**src/rtl/cpu_ex_pkg.sv**
```systemverilog
// Operation codes and status flag positions for the eight-bit CPU execute unit.
package cpu_ex_pkg;

  localparam int unsigned FUNC_W = 6;

  typedef enum logic [FUNC_W-1:0] {
    FN_ADC = 6'd0,  FN_SBC = 6'd1,  FN_AND = 6'd2,  FN_ORA = 6'd3,
    FN_EOR = 6'd4,  FN_ASL = 6'd5,  FN_LSR = 6'd6,  FN_ROL = 6'd7,
    FN_ROR = 6'd8,  FN_BIT = 6'd9,  FN_CMP = 6'd10, FN_CPX = 6'd11,
    FN_CPY = 6'd12, FN_INC = 6'd13, FN_DEC = 6'd14, FN_INX = 6'd15,
    FN_INY = 6'd16, FN_DEX = 6'd17, FN_DEY = 6'd18, FN_LDA = 6'd19,
    FN_LDX = 6'd20, FN_LDY = 6'd21, FN_STA = 6'd22, FN_STX = 6'd23,
    FN_STY = 6'd24, FN_TAX = 6'd25, FN_TAY = 6'd26, FN_TSX = 6'd27,
    FN_TXA = 6'd28, FN_TXS = 6'd29, FN_TYA = 6'd30, FN_CLC = 6'd31,
    FN_CLD = 6'd32, FN_CLI = 6'd33, FN_CLV = 6'd34, FN_SEC = 6'd35,
    FN_SED = 6'd36, FN_SEI = 6'd37, FN_PHA = 6'd38, FN_PHP = 6'd39,
    FN_PLA = 6'd40, FN_PLP = 6'd41, FN_BCC = 6'd42, FN_BCS = 6'd43,
    FN_BEQ = 6'd44, FN_BNE = 6'd45, FN_BMI = 6'd46, FN_BPL = 6'd47,
    FN_BVC = 6'd48, FN_BVS = 6'd49, FN_NOP = 6'd50
  } func_t;

  localparam int unsigned FLAG_C = 0;
  localparam int unsigned FLAG_Z = 1;
  localparam int unsigned FLAG_I = 2;
  localparam int unsigned FLAG_D = 3;
  localparam int unsigned FLAG_B = 4;
  localparam int unsigned FLAG_U = 5;
  localparam int unsigned FLAG_V = 6;
  localparam int unsigned FLAG_N = 7;

  localparam logic [7:0] SP_RESET    = 8'hFD;
  localparam logic [7:0] FLAGS_RESET = 8'h24;

endpackage

```
**src/rtl/eight_bit_cpu_execute_unit.sv**
```systemverilog
// Execute stage of an eight-bit CPU: register file, flag logic and result register.
//
// One instruction is taken per cycle; its result appears in the next cycle in
// the result register; a stalled result still lets the next transaction in as
// long as the result register is being emptied in the same cycle. A, X, Y, S
// and P update at the edge that accepts the instruction, so the following
// instruction sees them straight away. Arithmetic is binary only; the decimal
// flag is stored but has no effect on ADC or SBC. Codes above NOP act as NOP.
module eight_bit_cpu_execute_unit (
  input  logic              clk,
  input  logic              rst,
  input  logic              item_valid,
  output logic              item_ready,
  input  logic [5:0]        func,
  input  logic [7:0]        operand,
  input  logic              accumulator_mode,
  input  logic [15:0]       next_pc,
  input  logic signed [7:0] branch_offset,
  output logic              result_valid,
  input  logic              result_ready,
  output logic              write_enable,
  output logic [7:0]        write_data,
  output logic              use_stack_address,
  output logic [7:0]        stack_address,
  output logic              branch_taken,
  output logic [15:0]       branch_target,
  output logic              page_crossed,
  output logic [7:0]        flags_out,
  output logic [7:0]        accumulator_out
);

  logic [7:0] accumulator, index_x, index_y, stack_pointer, status_flags;
  logic [7:0] accumulator_next, index_x_next, index_y_next;
  logic [7:0] stack_pointer_next, status_flags_next;

  logic       we_c, use_sp_c, taken_c, crossed_c;
  logic [7:0] wd_c, sa_c;
  logic [15:0] target_c;

  logic [7:0] add_m, shift_src, shift_res, cmp_reg, logic_res;
  logic [8:0] add_sum, cmp_diff;
  logic [15:0] off_ext, target_sum;
  logic       branch_flag, branch_want;
  logic       accept;

  function automatic logic [7:0] with_nz(input logic [7:0] p, input logic [7:0] v);
    logic [7:0] q;
    q = p;
    q[cpu_ex_pkg::FLAG_Z] = (v == 8'h00);
    q[cpu_ex_pkg::FLAG_N] = v[7];
    return q;
  endfunction

  assign item_ready = !result_valid || result_ready;
  assign accept     = item_valid && item_ready;

  assign add_m   = (func == cpu_ex_pkg::FN_SBC) ? ~operand : operand;
  assign add_sum = {1'b0, accumulator} + {1'b0, add_m} +
                   {8'h00, status_flags[cpu_ex_pkg::FLAG_C]};

  assign shift_src = accumulator_mode ? accumulator : operand;

  always_comb begin
    case (func)
      cpu_ex_pkg::FN_CPX: cmp_reg = index_x;
      cpu_ex_pkg::FN_CPY: cmp_reg = index_y;
      default:            cmp_reg = accumulator;
    endcase
  end
  assign cmp_diff = {1'b0, cmp_reg} - {1'b0, operand};

  always_comb begin
    case (func)
      cpu_ex_pkg::FN_ORA: logic_res = accumulator | operand;
      cpu_ex_pkg::FN_EOR: logic_res = accumulator ^ operand;
      default:            logic_res = accumulator & operand;
    endcase
  end

  always_comb begin
    case (func)
      cpu_ex_pkg::FN_LSR: shift_res = {1'b0, shift_src[7:1]};
      cpu_ex_pkg::FN_ROL: shift_res = {shift_src[6:0], status_flags[cpu_ex_pkg::FLAG_C]};
      cpu_ex_pkg::FN_ROR: shift_res = {status_flags[cpu_ex_pkg::FLAG_C], shift_src[7:1]};
      default:            shift_res = {shift_src[6:0], 1'b0};
    endcase
  end

  assign off_ext    = {{8{branch_offset[7]}}, branch_offset};
  assign target_sum = next_pc + off_ext;

  always_comb begin
    case (func) inside
      cpu_ex_pkg::FN_BCC, cpu_ex_pkg::FN_BCS: branch_flag = status_flags[cpu_ex_pkg::FLAG_C];
      cpu_ex_pkg::FN_BEQ, cpu_ex_pkg::FN_BNE: branch_flag = status_flags[cpu_ex_pkg::FLAG_Z];
      cpu_ex_pkg::FN_BMI, cpu_ex_pkg::FN_BPL: branch_flag = status_flags[cpu_ex_pkg::FLAG_N];
      default:                                branch_flag = status_flags[cpu_ex_pkg::FLAG_V];
    endcase
  end
  assign branch_want = (func == cpu_ex_pkg::FN_BCS) || (func == cpu_ex_pkg::FN_BEQ) ||
                       (func == cpu_ex_pkg::FN_BMI) || (func == cpu_ex_pkg::FN_BVS);

  always_comb begin
    accumulator_next   = accumulator;
    index_x_next       = index_x;
    index_y_next       = index_y;
    stack_pointer_next = stack_pointer;
    status_flags_next  = status_flags;
    we_c      = 1'b0;
    wd_c      = 8'h00;
    use_sp_c  = 1'b0;
    sa_c      = 8'h00;
    taken_c   = 1'b0;
    target_c  = 16'h0000;
    crossed_c = 1'b0;
    unique case (func) inside
      cpu_ex_pkg::FN_ADC, cpu_ex_pkg::FN_SBC: begin
        accumulator_next = add_sum[7:0];
        status_flags_next = with_nz(status_flags, add_sum[7:0]);
        status_flags_next[cpu_ex_pkg::FLAG_C] = add_sum[8];
        status_flags_next[cpu_ex_pkg::FLAG_V] =
          ~(accumulator[7] ^ add_m[7]) & (accumulator[7] ^ add_sum[7]);
      end
      cpu_ex_pkg::FN_AND, cpu_ex_pkg::FN_ORA, cpu_ex_pkg::FN_EOR: begin
        accumulator_next  = logic_res;
        status_flags_next = with_nz(status_flags, logic_res);
      end
      cpu_ex_pkg::FN_ASL, cpu_ex_pkg::FN_LSR, cpu_ex_pkg::FN_ROL, cpu_ex_pkg::FN_ROR: begin
        status_flags_next = with_nz(status_flags, shift_res);
        status_flags_next[cpu_ex_pkg::FLAG_C] =
          ((func == cpu_ex_pkg::FN_ASL) || (func == cpu_ex_pkg::FN_ROL)) ?
          shift_src[7] : shift_src[0];
        if (accumulator_mode) begin
          accumulator_next = shift_res;
        end else begin
          we_c = 1'b1;
          wd_c = shift_res;
        end
      end
      cpu_ex_pkg::FN_BIT: begin
        status_flags_next[cpu_ex_pkg::FLAG_Z] = ((accumulator & operand) == 8'h00);
        status_flags_next[cpu_ex_pkg::FLAG_N] = operand[7];
        status_flags_next[cpu_ex_pkg::FLAG_V] = operand[6];
      end
      cpu_ex_pkg::FN_CMP, cpu_ex_pkg::FN_CPX, cpu_ex_pkg::FN_CPY: begin
        status_flags_next = with_nz(status_flags, cmp_diff[7:0]);
        status_flags_next[cpu_ex_pkg::FLAG_C] = ~cmp_diff[8];
      end
      cpu_ex_pkg::FN_INC: begin
        wd_c = operand + 8'h01;
        we_c = 1'b1;
        status_flags_next = with_nz(status_flags, operand + 8'h01);
      end
      cpu_ex_pkg::FN_DEC: begin
        wd_c = operand - 8'h01;
        we_c = 1'b1;
        status_flags_next = with_nz(status_flags, operand - 8'h01);
      end
      cpu_ex_pkg::FN_INX: begin
        index_x_next = index_x + 8'h01;
        status_flags_next = with_nz(status_flags, index_x + 8'h01);
      end
      cpu_ex_pkg::FN_INY: begin
        index_y_next = index_y + 8'h01;
        status_flags_next = with_nz(status_flags, index_y + 8'h01);
      end
      cpu_ex_pkg::FN_DEX: begin
        index_x_next = index_x - 8'h01;
        status_flags_next = with_nz(status_flags, index_x - 8'h01);
      end
      cpu_ex_pkg::FN_DEY: begin
        index_y_next = index_y - 8'h01;
        status_flags_next = with_nz(status_flags, index_y - 8'h01);
      end
      cpu_ex_pkg::FN_LDA: begin
        accumulator_next  = operand;
        status_flags_next = with_nz(status_flags, operand);
      end
      cpu_ex_pkg::FN_LDX: begin
        index_x_next      = operand;
        status_flags_next = with_nz(status_flags, operand);
      end
      cpu_ex_pkg::FN_LDY: begin
        index_y_next      = operand;
        status_flags_next = with_nz(status_flags, operand);
      end
      cpu_ex_pkg::FN_STA: begin
        we_c = 1'b1;
        wd_c = accumulator;
      end
      cpu_ex_pkg::FN_STX: begin
        we_c = 1'b1;
        wd_c = index_x;
      end
      cpu_ex_pkg::FN_STY: begin
        we_c = 1'b1;
        wd_c = index_y;
      end
      cpu_ex_pkg::FN_TAX: begin
        index_x_next      = accumulator;
        status_flags_next = with_nz(status_flags, accumulator);
      end
      cpu_ex_pkg::FN_TAY: begin
        index_y_next      = accumulator;
        status_flags_next = with_nz(status_flags, accumulator);
      end
      cpu_ex_pkg::FN_TSX: begin
        index_x_next      = stack_pointer;
        status_flags_next = with_nz(status_flags, stack_pointer);
      end
      cpu_ex_pkg::FN_TXA: begin
        accumulator_next  = index_x;
        status_flags_next = with_nz(status_flags, index_x);
      end
      cpu_ex_pkg::FN_TXS: stack_pointer_next = index_x;
      cpu_ex_pkg::FN_TYA: begin
        accumulator_next  = index_y;
        status_flags_next = with_nz(status_flags, index_y);
      end
      cpu_ex_pkg::FN_CLC: status_flags_next[cpu_ex_pkg::FLAG_C] = 1'b0;
      cpu_ex_pkg::FN_CLD: status_flags_next[cpu_ex_pkg::FLAG_D] = 1'b0;
      cpu_ex_pkg::FN_CLI: status_flags_next[cpu_ex_pkg::FLAG_I] = 1'b0;
      cpu_ex_pkg::FN_CLV: status_flags_next[cpu_ex_pkg::FLAG_V] = 1'b0;
      cpu_ex_pkg::FN_SEC: status_flags_next[cpu_ex_pkg::FLAG_C] = 1'b1;
      cpu_ex_pkg::FN_SED: status_flags_next[cpu_ex_pkg::FLAG_D] = 1'b1;
      cpu_ex_pkg::FN_SEI: status_flags_next[cpu_ex_pkg::FLAG_I] = 1'b1;
      cpu_ex_pkg::FN_PHA, cpu_ex_pkg::FN_PHP: begin
        we_c = 1'b1;
        if (func == cpu_ex_pkg::FN_PHA) begin
          wd_c = accumulator;
        end else begin
          wd_c = status_flags;
          wd_c[cpu_ex_pkg::FLAG_B] = 1'b1;
          wd_c[cpu_ex_pkg::FLAG_U] = 1'b1;
        end
        use_sp_c = 1'b1;
        sa_c     = stack_pointer;
        stack_pointer_next = stack_pointer - 8'h01;
      end
      cpu_ex_pkg::FN_PLA, cpu_ex_pkg::FN_PLP: begin
        stack_pointer_next = stack_pointer + 8'h01;
        use_sp_c = 1'b1;
        sa_c     = stack_pointer + 8'h01;
        if (func == cpu_ex_pkg::FN_PLA) begin
          accumulator_next  = operand;
          status_flags_next = with_nz(status_flags, operand);
        end else begin
          status_flags_next = operand;
          status_flags_next[cpu_ex_pkg::FLAG_B] = 1'b0;
          status_flags_next[cpu_ex_pkg::FLAG_U] = 1'b1;
        end
      end
      cpu_ex_pkg::FN_BCC, cpu_ex_pkg::FN_BCS, cpu_ex_pkg::FN_BEQ, cpu_ex_pkg::FN_BNE,
      cpu_ex_pkg::FN_BMI, cpu_ex_pkg::FN_BPL, cpu_ex_pkg::FN_BVC, cpu_ex_pkg::FN_BVS: begin
        target_c = target_sum;
        if (branch_flag == branch_want) begin
          taken_c   = 1'b1;
          crossed_c = (target_sum[15:8] != next_pc[15:8]);
        end
      end
      default: ;
    endcase
  end

  // Commit state on acceptance; hold the result until the transaction is taken.
  always_ff @(posedge clk) begin
    if (rst) begin
      accumulator   <= 8'h00;
      index_x       <= 8'h00;
      index_y       <= 8'h00;
      stack_pointer <= cpu_ex_pkg::SP_RESET;
      status_flags  <= cpu_ex_pkg::FLAGS_RESET;
      result_valid  <= 1'b0;
    end else begin
      if (accept) begin
        accumulator   <= accumulator_next;
        index_x       <= index_x_next;
        index_y       <= index_y_next;
        stack_pointer <= stack_pointer_next;
        status_flags  <= status_flags_next;
        result_valid  <= 1'b1;
      end else if (result_ready) begin
        result_valid  <= 1'b0;
      end
    end
  end

  always_ff @(posedge clk) begin
    if (accept) begin
      write_enable      <= we_c;
      write_data        <= wd_c;
      use_stack_address <= use_sp_c;
      stack_address     <= sa_c;
      branch_taken      <= taken_c;
      branch_target     <= target_c;
      page_crossed      <= crossed_c;
      flags_out         <= status_flags_next;
      accumulator_out   <= accumulator_next;
    end
  end

endmodule
```
**config.mk**
```make
export PLATFORM = sky130hd
export DESIGN_NAME = eight_bit_cpu_execute_unit
export DESIGN_NICKNAME = d
export VERILOG_FILES = /design/src/rtl/cpu_ex_pkg.sv /design/src/rtl/eight_bit_cpu_execute_unit.sv
export SDC_FILE = /design/constraint.sdc
export NUM_CORES = 1
export LEC_CHECK = 0
export BUFFER_PORTS_ARGS = -buffer_cell sky130_fd_sc_hd__buf_4
export CAP_MARGIN = 25
export CORE_MARGIN = 2
export CORE_UTILIZATION = 60
export DETAILED_ROUTE_END_ITERATION = 6
export PLACE_DENSITY = 0.81
export SYNTH_ARGS = -nofsm -noshare
export SYNTH_HDL_FRONTEND = slang
export SYNTH_SLANG_ARGS = --single-unit
```
**constraint.sdc**
```tcl
create_clock -name clk -period 4.5 [get_ports clk]
set_input_delay 0.225 -clock clk [delete_from_list [all_inputs] [get_ports clk]]
set_output_delay 0.225 -clock clk [all_outputs]
set_load 0.01 [all_outputs]
```
==> metrics, run 1 <==
post-synthesis cell type count=80; kind of critical path=in -> reg; slowest CP cell=nand3_1; EDFF count, synth=52; crit-path max FO=21; std cell rows=44; mapped cell area=8930 um2; Power Dens Cells=~240 nW/um2; crit path DAT=about 3.9 ns; gr usage total=36.8%; Placed Cells=1323; Synth area leaders=edfxtp_1 17%, dfxtp_1 9.2%, ha_1 8.7%; remaining global-route overflow=0; Setup-failing EPs final=0; Final Hold Fails=0; run status=finished, violations left; CP Cell Sequence=buf_4 > inv_1 > nor2_1 > nand3_1 > xnor2_1 > fa_1 > inv_1 > fa_1 > a21o_1 > a21oi_1 > o21bai_1 > a211oi_1 > a21oi_1 > a221o_1 > a211oi_2 > a211oi_1; pre-CTS WS=0.544 ns; Final nets=1262; hold crit path type=in -> reg; final setup margin=a little over 0.8 ns; Detailed Place HPWL=approximately 21000 um; post-synth net total=around 1200; fin crit share=between 80% and 90%; Routed WL=29600 um; CP startpoint kind=primary input; clk buf depth=2; top-count cell post-synth=nor2_1; required time worst endpoint=4.73 ns; Worst path top cell family by delay=compound AO/OA/AOI/OAI gates; failing checks=design-rule violations; initial antenna violation count=0; clk root buf=clkbuf_16; clock slew at reported path FFs=~0.07 ns; hold_buf cts=0; gpl congestion=about 1.1; Slew Limit Headroom=about 28%; Yosys reg bits=93; leakage=0.00381 uW; sequential fraction of the synthesis area=26.7%; WP buf/inv=3; H-tree depth=3; ys async rst share=0%; post_cts resized=0; first-pass GRT wire length=~47000 um; synth cell count leaders=105 x nor2_1, 104 x nand2_1, 70 x o21ai_0; area leader, netlist=edfxtp_1; fin cells=about 1300; Clock Latency Late Sink=0.37 ns; Detailed Routing Iterations Pass 1=7; VDD IR max=between 0.00015 and 0.0002 V; DRC=between 60 and 70; Top FF cell, synth=edfxtp_1; Fmax=272 MHz; worst-margin pin slew=1.07 ns; largest net degree at the start of global routing=around 60; port buffer count=96; ANT nets after route=0; Crit. End Element=flop; post-route setup TNS=0 ns; Syn-to-layout area delta=11.7%; max incr delay on CP=approximately 0.45 ns; per-cell routed wire length=approximately 22 um; area of the core=roughly 15000 um2; max-cap viol count=0; Gate Count Post-Synth=approximately 1100; Sink Count=93; CTS tree=yes; # diodes=0; Clock Skews=around 0.0066 ns; Die Ht=126 um; share of the synthesized area in the top cell type=approximately 17%; IO Pins=between 90 and 100; vias in the first global route=about 8600; total chip power=between 2000 and 2500 uW; Via density=approximately 7; yosys warns=0; Starting Density=between 60% and 70%; Tmin final=between 3 and 4 ns; final core utilization=roughly 70%; detailed-route via count=~9400; Slew Viols, Final=0; syn avg cell area=a little over 8 um2; RSZ-0062 raised after global routing=no; layout cell share with drive strength beyond 1=13.5%; Die Width=126 um; Setup Buffers After CTS=0; Die Footprint=~16000 um2; DRT iter0 DRCs=~1400; number of buffers created by CTS=9
kinds of logic (layout without fill, tap and decap cells):
kind of cell | after synthesis | after routing | share of synthesized area (%)
flip-flops | 93 | 93 | 26.7
multiplexers | 10 | 10 | 2.11
AO/OA/AOI/OAI | 342 | 342 | 27.3
XOR/XNOR | 69 | 69 | 6.76
AND/OR/NAND/NOR | 406 | 406 | 22.2
adder cells (fa/ha/maj) | 65 | 65 | 9.36
buffers and inverters | 126 | 174 | 5.57
flip-flops by register name (all words and copies together) (netlist names):
| register | cells |
|---|---|
| accumulator_out | 8 |
| branch_taken | 1 |
| flags_out | 8 |
| status_flags | 8 |
| result_valid | 1 |
| accumulator | 8 |
| stack_pointer | 8 |
| use_stack_address | 1 |
| stack_address | 8 |
| write_data | 8 |
| index_y | 8 |
| write_enable | 1 |
| index_x | 8 |
| page_crossed | 1 |
| branch_target | 16 |
worst register-to-register path: cells and delay by family, from the launching register on:
family / cells / cell delay [ns]
compound gates: 6 / 1.14
xor+xnor: 1 / 0.28
fa+ha+maj: 1 / 0.26
flops: 1 / 0.66
simple gates: 3 / 0.58
cell type report:
type	count	area (um2)
clock buffer	9	225
inverter	44	165
tap	184	230
timing repair buffer	114	861
multi-input combinational	892	6050
clock inverter	7	63.8
fill	1292	4550
sequential	93	2380
layout by cell type, fill, tap and decap left out, types with 25 or more instances in the layout:
cell type	count
xor2_1	25
nand3_1	32
inv_1	43
a22oi_1	28
nand2_1	104
a211oi_1	28
nor2_1	105
xnor2_1	44
a21oi_1	57
o21ai_0	70
edfxtp_1	52
dfxtp_1	41
nor3_1	44
ha_1	62
buf_4	111
layer usage:
metal  track usage, %  vias to the layer above  share of wire, %
met5                0                        -                 0
met3             10.7                      157                12
met4             19.5                        0               5.8
li1                 -                     4276                 -
met2             55.5                      668                43
met1             47.9                     4300                38
stage by stage:
stage	area, um2	hold WS, ns
global route	9980	0.130
global placement	9660	0.418
CTS	9950	0.103
detailed placement	9660	0.427
finish	9980	0.107
floorplan	8930	0.327
power by group:
group | internal, uW | total [uW] | leakage, uW | switching (uW)
registers | 949 | 1000 | 0.000850 | 50.4
logic | 274 | 677 | 0.00282 | 403
clock network | 388 | 767 | 0.000144 | 379
final timing paths:
path                                 startpoint               to  slack, ns  depth (start not counted)
worst max-delay path                    func[0]   accumulator[6]       0.83                         16
worst min-delay path                 item_valid     result_valid       0.11                          3
worst max register to register       index_y[1]     flags_out[7]       1.32                         11
worst min register to register  status_flags[5]  status_flags[5]       0.44                          1
(Power assumes the default switching activity.)
==> run 2, diff against run 1 <==
- CORE_UTILIZATION: 60 -> 55
- PLACE_DENSITY: 0.81 -> 0.78
- clock period: 4.5 -> 3.05 ns (I/O delays scaled with it)
==> run 2 against run 1 <==
Net effect: largest power group unchanged; power up 57%; the flow still finishes with violations (design-rule violations); worst hold slack worse by 0.064 ns; critical path type is now reg -> reg; highest routed layer unchanged; count of clock-buffer cells in the layout up 1; sequential power up 44%; clock power up 64%; sequential share of layout area down 1.7 points.
==> metrics, run 2 (same netlist as run 1, synthesis figures left out) <==
area of the core=roughly 16000 um2; Tmin final=between 2 and 3 ns; area of the multi-input gates=6100 um2; required time worst endpoint=about 3.2 ns; clock slew at reported path FFs=about 0.070 ns; hold_buf cts=0; # diodes=0; Final nets=~1300; IO Pins=97; Detailed Place HPWL=23900 um; clk root buf=clkbuf_16; std cell rows=46; most common cell after layout, fill and taps aside=buf_4; fin crit share=between 90% and 100%; post_cts resized=0; Routed WL=32200 um; Via density=6.75; Register Area=~2400 um2; Setup Buffers After CTS=0; first-pass GRT wire length=49700 um; final core utilization=between 60% and 70%; post-route setup TNS=0 ns; crit-path max FO=7; number of buffers created by CTS=9; worst-margin pin slew=~0.94 ns; # fillers=approximately 1400; DRC=3; layout cell share with drive strength beyond 1=around a fifth; RSZ-0062 raised after global routing=no; slowest CP cell=dfxtp_1; largest net degree at the start of global routing=42; max incr delay on CP=0.57 ns; Clock Skews=between 0.007 and 0.008 ns; hold crit path type=in -> reg; Starting Density=approximately 56%; Cell Area, Placed=between 10000 and 15000 um2; Final Hold Fails=0; total chip power=3830 uW; detailed-route via count=9849; Setup-failing EPs final=0; ANT nets after route=0; VDD IR max=between 0.0002 and 0.0003 V; run status=finished, violations left; vias in the first global route=9045; WP buf/inv=0; leakage=between 0.004 and 0.005 uW; port buffer count=96; clk buf depth=2; CP Cell Sequence=a22oi_1 > o21ai_0 > ha_1 > nor2b_1 > o21a_1 > o211ai_1 > a31oi_1 > xnor2_1 > o221ai_1 > nor3_1 > nor2_1; finished layout cell area=around 11000 um2; Crit. End Element=flop; Die Footprint=17300 um2; Clock Latency Late Sink=0.36 ns; max reg flops=16; Slew Viols, Final=0; Detailed Routing Iterations Pass 1=7; max-cap viol count=0; kind of critical path=reg -> reg; Worst path top cell family by delay=compound AO/OA/AOI/OAI gates; Reg with most FFs=branch_target; Fmax=345 MHz; Slew Limit Headroom=~37%; CP startpoint kind=flop; Power Dens Cells=356 nW/um2; Die Ht=131 um; gr usage total=between 30% and 40%; gpl congestion=between 1 and 1.5; crit path DAT=between 3 and 4 ns; DRT iter0 DRCs=roughly 1500; remaining global-route overflow=0; initial antenna violation count=0; CTS tree=yes; most frequent cells in the layout=198 x buf_4, 103 x nand2_1, 103 x nor2_1; H-tree depth=3; Sink Count=93; failing checks=design-rule violations; Syn-to-layout area delta=20.4%; per-cell routed wire length=22.1 um; fin cells=roughly 1500; Die Width=about 130 um; Placed Cells=roughly 1400
-- run 2: layout make-up --
| type | instances | area share, % |
|---|---|---|
| Clock buffer | 10 | 2.13 |
| Clock inverter | 6 | 0.873 |
| Inverter | 44 | 1.55 |
| Multi-Input combinational cell | 892 | 56.8 |
| Sequential cell | 93 | 22.2 |
| Tap cell | 216 | 2.51 |
| Timing Repair Buffer | 199 | 14.0 |
-- run 2: power by group --
group          switching, uW  internal (uW)  leakage (uW)
Sequential              44.2           1400      0.000850
Combinational            664            463       0.00326
Clock                    534            727      0.000154
Total                   1240           2590       0.00427
-- run 2: final timing paths --
| check | startpoint | endpoint | slack (ns) | cells after the start |
|---|---|---|---|---|
| worst max-delay path | index_y[1] | flags_out[7] | 0.15 | 11 |
| worst min-delay path | item_valid | result_valid | 0.04 | 3 |
| worst max register to register | index_y[1] | flags_out[7] | 0.15 | 11 |
| worst min register to register | status_flags[5] | status_flags[5] | 0.44 | 1 |
-- run 2: layer usage --
| layer | wire, um | global-route usage (%) |
|---|---|---|
| met1 | 12700 | 47.3 |
| met2 | 14200 | 57.1 |
| met3 | 3600 | 7.68 |
| met4 | 1720 | 17.0 |
| met5 | 0 | 0 |
-- run 2: worst reg2reg max path, stage by stage, from the launching register on --
cell and delay [ns]:
dfxtp_1 0.57, a22oi_1 0.16, o21ai_0 0.18, ha_1 0.27, nor2b_1 0.13, o21a_1 0.17, o211ai_1 0.25, a31oi_1 0.17
xnor2_1 0.26, o221ai_1 0.15, nor3_1 0.25, nor2_1 0.08
-- run 2: metrics by stage --
step	setup WS, ns	hold slack [ns]
floorplan	-0.0416	0.255
global placement	0.0843	0.406
detailed placement	0.0207	0.415
CTS	0.253	0.0365
global route	0.00753	0.0567
finish	0.150	0.0425
==> run 3, diff against run 2 <==
- GPL_TIMING_DRIVEN: unset -> 0
- SKIP_CTS_REPAIR_TIMING: unset -> 1
==> run 3 against run 2 <==
Net effect: the run ends with negative setup slack left; worst setup slack got worse by 0.35 ns; wire length rose by 7.7%; sequential power about the same; critical path type is now in -> reg; critical path depth rose by 4; final cell count grew 0.41%; sequential cell count did not move.
==> metrics, run 3 (same netlist as run 1, synthesis figures left out) <==
run status=finished, violations left; failing checks=negative setup slack; Detailed Place HPWL=25400 um; pre-CTS WS=-0.877 ns; uppermost routed layer=met4; fin crit share=107%; first-pass GRT wire length=approximately 53000 um; post-route setup TNS=-0.500 ns; reg-to-reg startpoint=accumulator[0]; Clock Latency Late Sink=around 0.37 ns; Tmin final=3.25 ns; most frequent cells in the layout=124 x buf_4, 102 x nor2_1, 101 x nand2_1; R2R setup slack=-0.12 ns; Cell Area, Placed=approximately 10000 um2; worst-margin pin slew=around 1.1 ns; Die Width=131 um; number of buffers created by CTS=9; crit path DAT=3.46 ns; Die Footprint=~17000 um2; initial antenna violation count=0; crit-path max FO=10; WL met1=13300 um; DRC=0; CTS tree=yes; Slew Viols, Final=0; Detailed Routing Iterations Pass 1=7; H-tree depth=3; reg2reg end=flags_out[1]; kind of critical path=in -> reg; hold path depth=3; DRT iter0 DRCs=~1400; IO Pins=97; Crit. End Element=flop; Sink Count=93; min-delay src=item_valid; largest net degree at the start of global routing=49; max-cap viol count=0; Setup-failing EPs final=4; vias in the first global route=between 9000 and 10000; detailed-route via count=slightly above 10000; Routed WL=roughly 35000 um; ANT nets after route=0; WHS=between 0.05 and 0.06 ns; clk buf depth=2; # fillers=about 1400; hold path endpoint=result_valid; CP startpoint kind=primary input; max reg flops=16; std cell rows=46; Fmax=between 300 and 400 MHz; Worst Reg-to-Reg Cells=13; most common cell after layout, fill and taps aside=buf_4; final core utilization=approximately two thirds; clock slew at reported path FFs=around 0.07 ns; Power Dens Cells=approximately 350 nW/um2; WL met3=4450 um; finished layout cell area=~11000 um2; clk root buf=clkbuf_16; Slew Limit Headroom=between 20 and 25%; gpl congestion=about 1.0; RSZ-0062 raised after global routing=yes; layout cell share with drive strength beyond 1=a little under a fifth; CP Launch Point=operand[0]; final setup margin=-0.201 ns; gr usage total=between 30% and 40%; port buffer count=95; area of the core=~16000 um2; leakage=a little over 0.004 uW; hold crit path type=in -> reg; VDD IR max=around 0.00028 V; required time worst endpoint=between 3 and 4 ns; Final nets=between 1000 and 1500; remaining global-route overflow=0; Via density=roughly 6.9; Starting Density=56.2%; Die Ht=131 um; per-cell routed wire length=23.7 um; # diodes=0; metal2 WL=roughly 15000 um; Final Hold Fails=0; Clock Skews=between 0.01 and 0.015 ns; Syn-to-layout area delta=20.5%; Reg with most FFs=branch_target
==> run 3: cell count changes in the layout (fill, tap and decap cells not counted), moves of 5 or more <==
cell	before	now
clkbuf_2	0	5
buf_2	0	12
buf_4	198	124
clkbuf_1	1	47
==> run 3: cell type report <==
cell class / instances / area, um2 / share of cell area (%)
plain buffers: 79 / 425 / 3.95
clock buffers: 10 / 239 / 2.22
clock inverters: 6 / 51.3 / 0.477
inverters: 44 / 170 / 1.58
multi-input cells: 892 / 6230 / 57.9
flip-flops and latches: 93 / 2380 / 22.2
well taps: 216 / 270 / 2.51
repair buffers: 126 / 987 / 9.17
==> run 3: worst max-delay path, stage by stage <==
cell	delay, ns
buf_4	0.19
buf_2	0.29
inv_1	0.21
xnor2_2	0.23
fa_2	0.27
inv_2	0.05
fa_2	0.40
a21o_1	0.20
a21oi_2	0.19
o21bai_1	0.12
a211oi_2	0.29
a21oi_2	0.09
nor4_4	0.33
a32o_2	0.22
o22a_1	0.21
==> run 3: worst max-delay path by stage <==
stage	endpoint	cells past startpoint
detailed placement	flags_out[7]	16
global placement	flags_out[7]	16
floorplan	accumulator_out[6]	16
finish	flags_out[1]	15
CTS	flags_out[7]	16
global route	flags_out[1]	18
==> run 3: per-stage QoR <==
| step | power [uW] | cells |
|---|---|---|
| 3_5_place_dp | 2550 | 1425 |
| 2_1_floorplan | 2160 | 1111 |
| 6_report | 3790 | 1466 |
| 3_3_place_gp | 2530 | 1422 |
| 5_1_grt | 3910 | 1466 |
| 4_1_cts | 3680 | 1441 |
==> run 3: layer usage <==
layer	GRT usage, %	vias to the layer above
li1	-	4457
met1	50.7	4701
met2	59.2	762
met3	10.0	158
met4	21.1	0
met5	0	-
==> run 3: report_power, final <==
| group | leakage [uW] | internal (uW) | switching, uW |
|---|---|---|---|
| Combinational | 0.00314 | 468 | 719 |
| Clock | 0.000146 | 592 | 570 |
| Sequential | 0.000851 | 1400 | 38.4 |
| Total | 0.00414 | 2460 | 1330 |
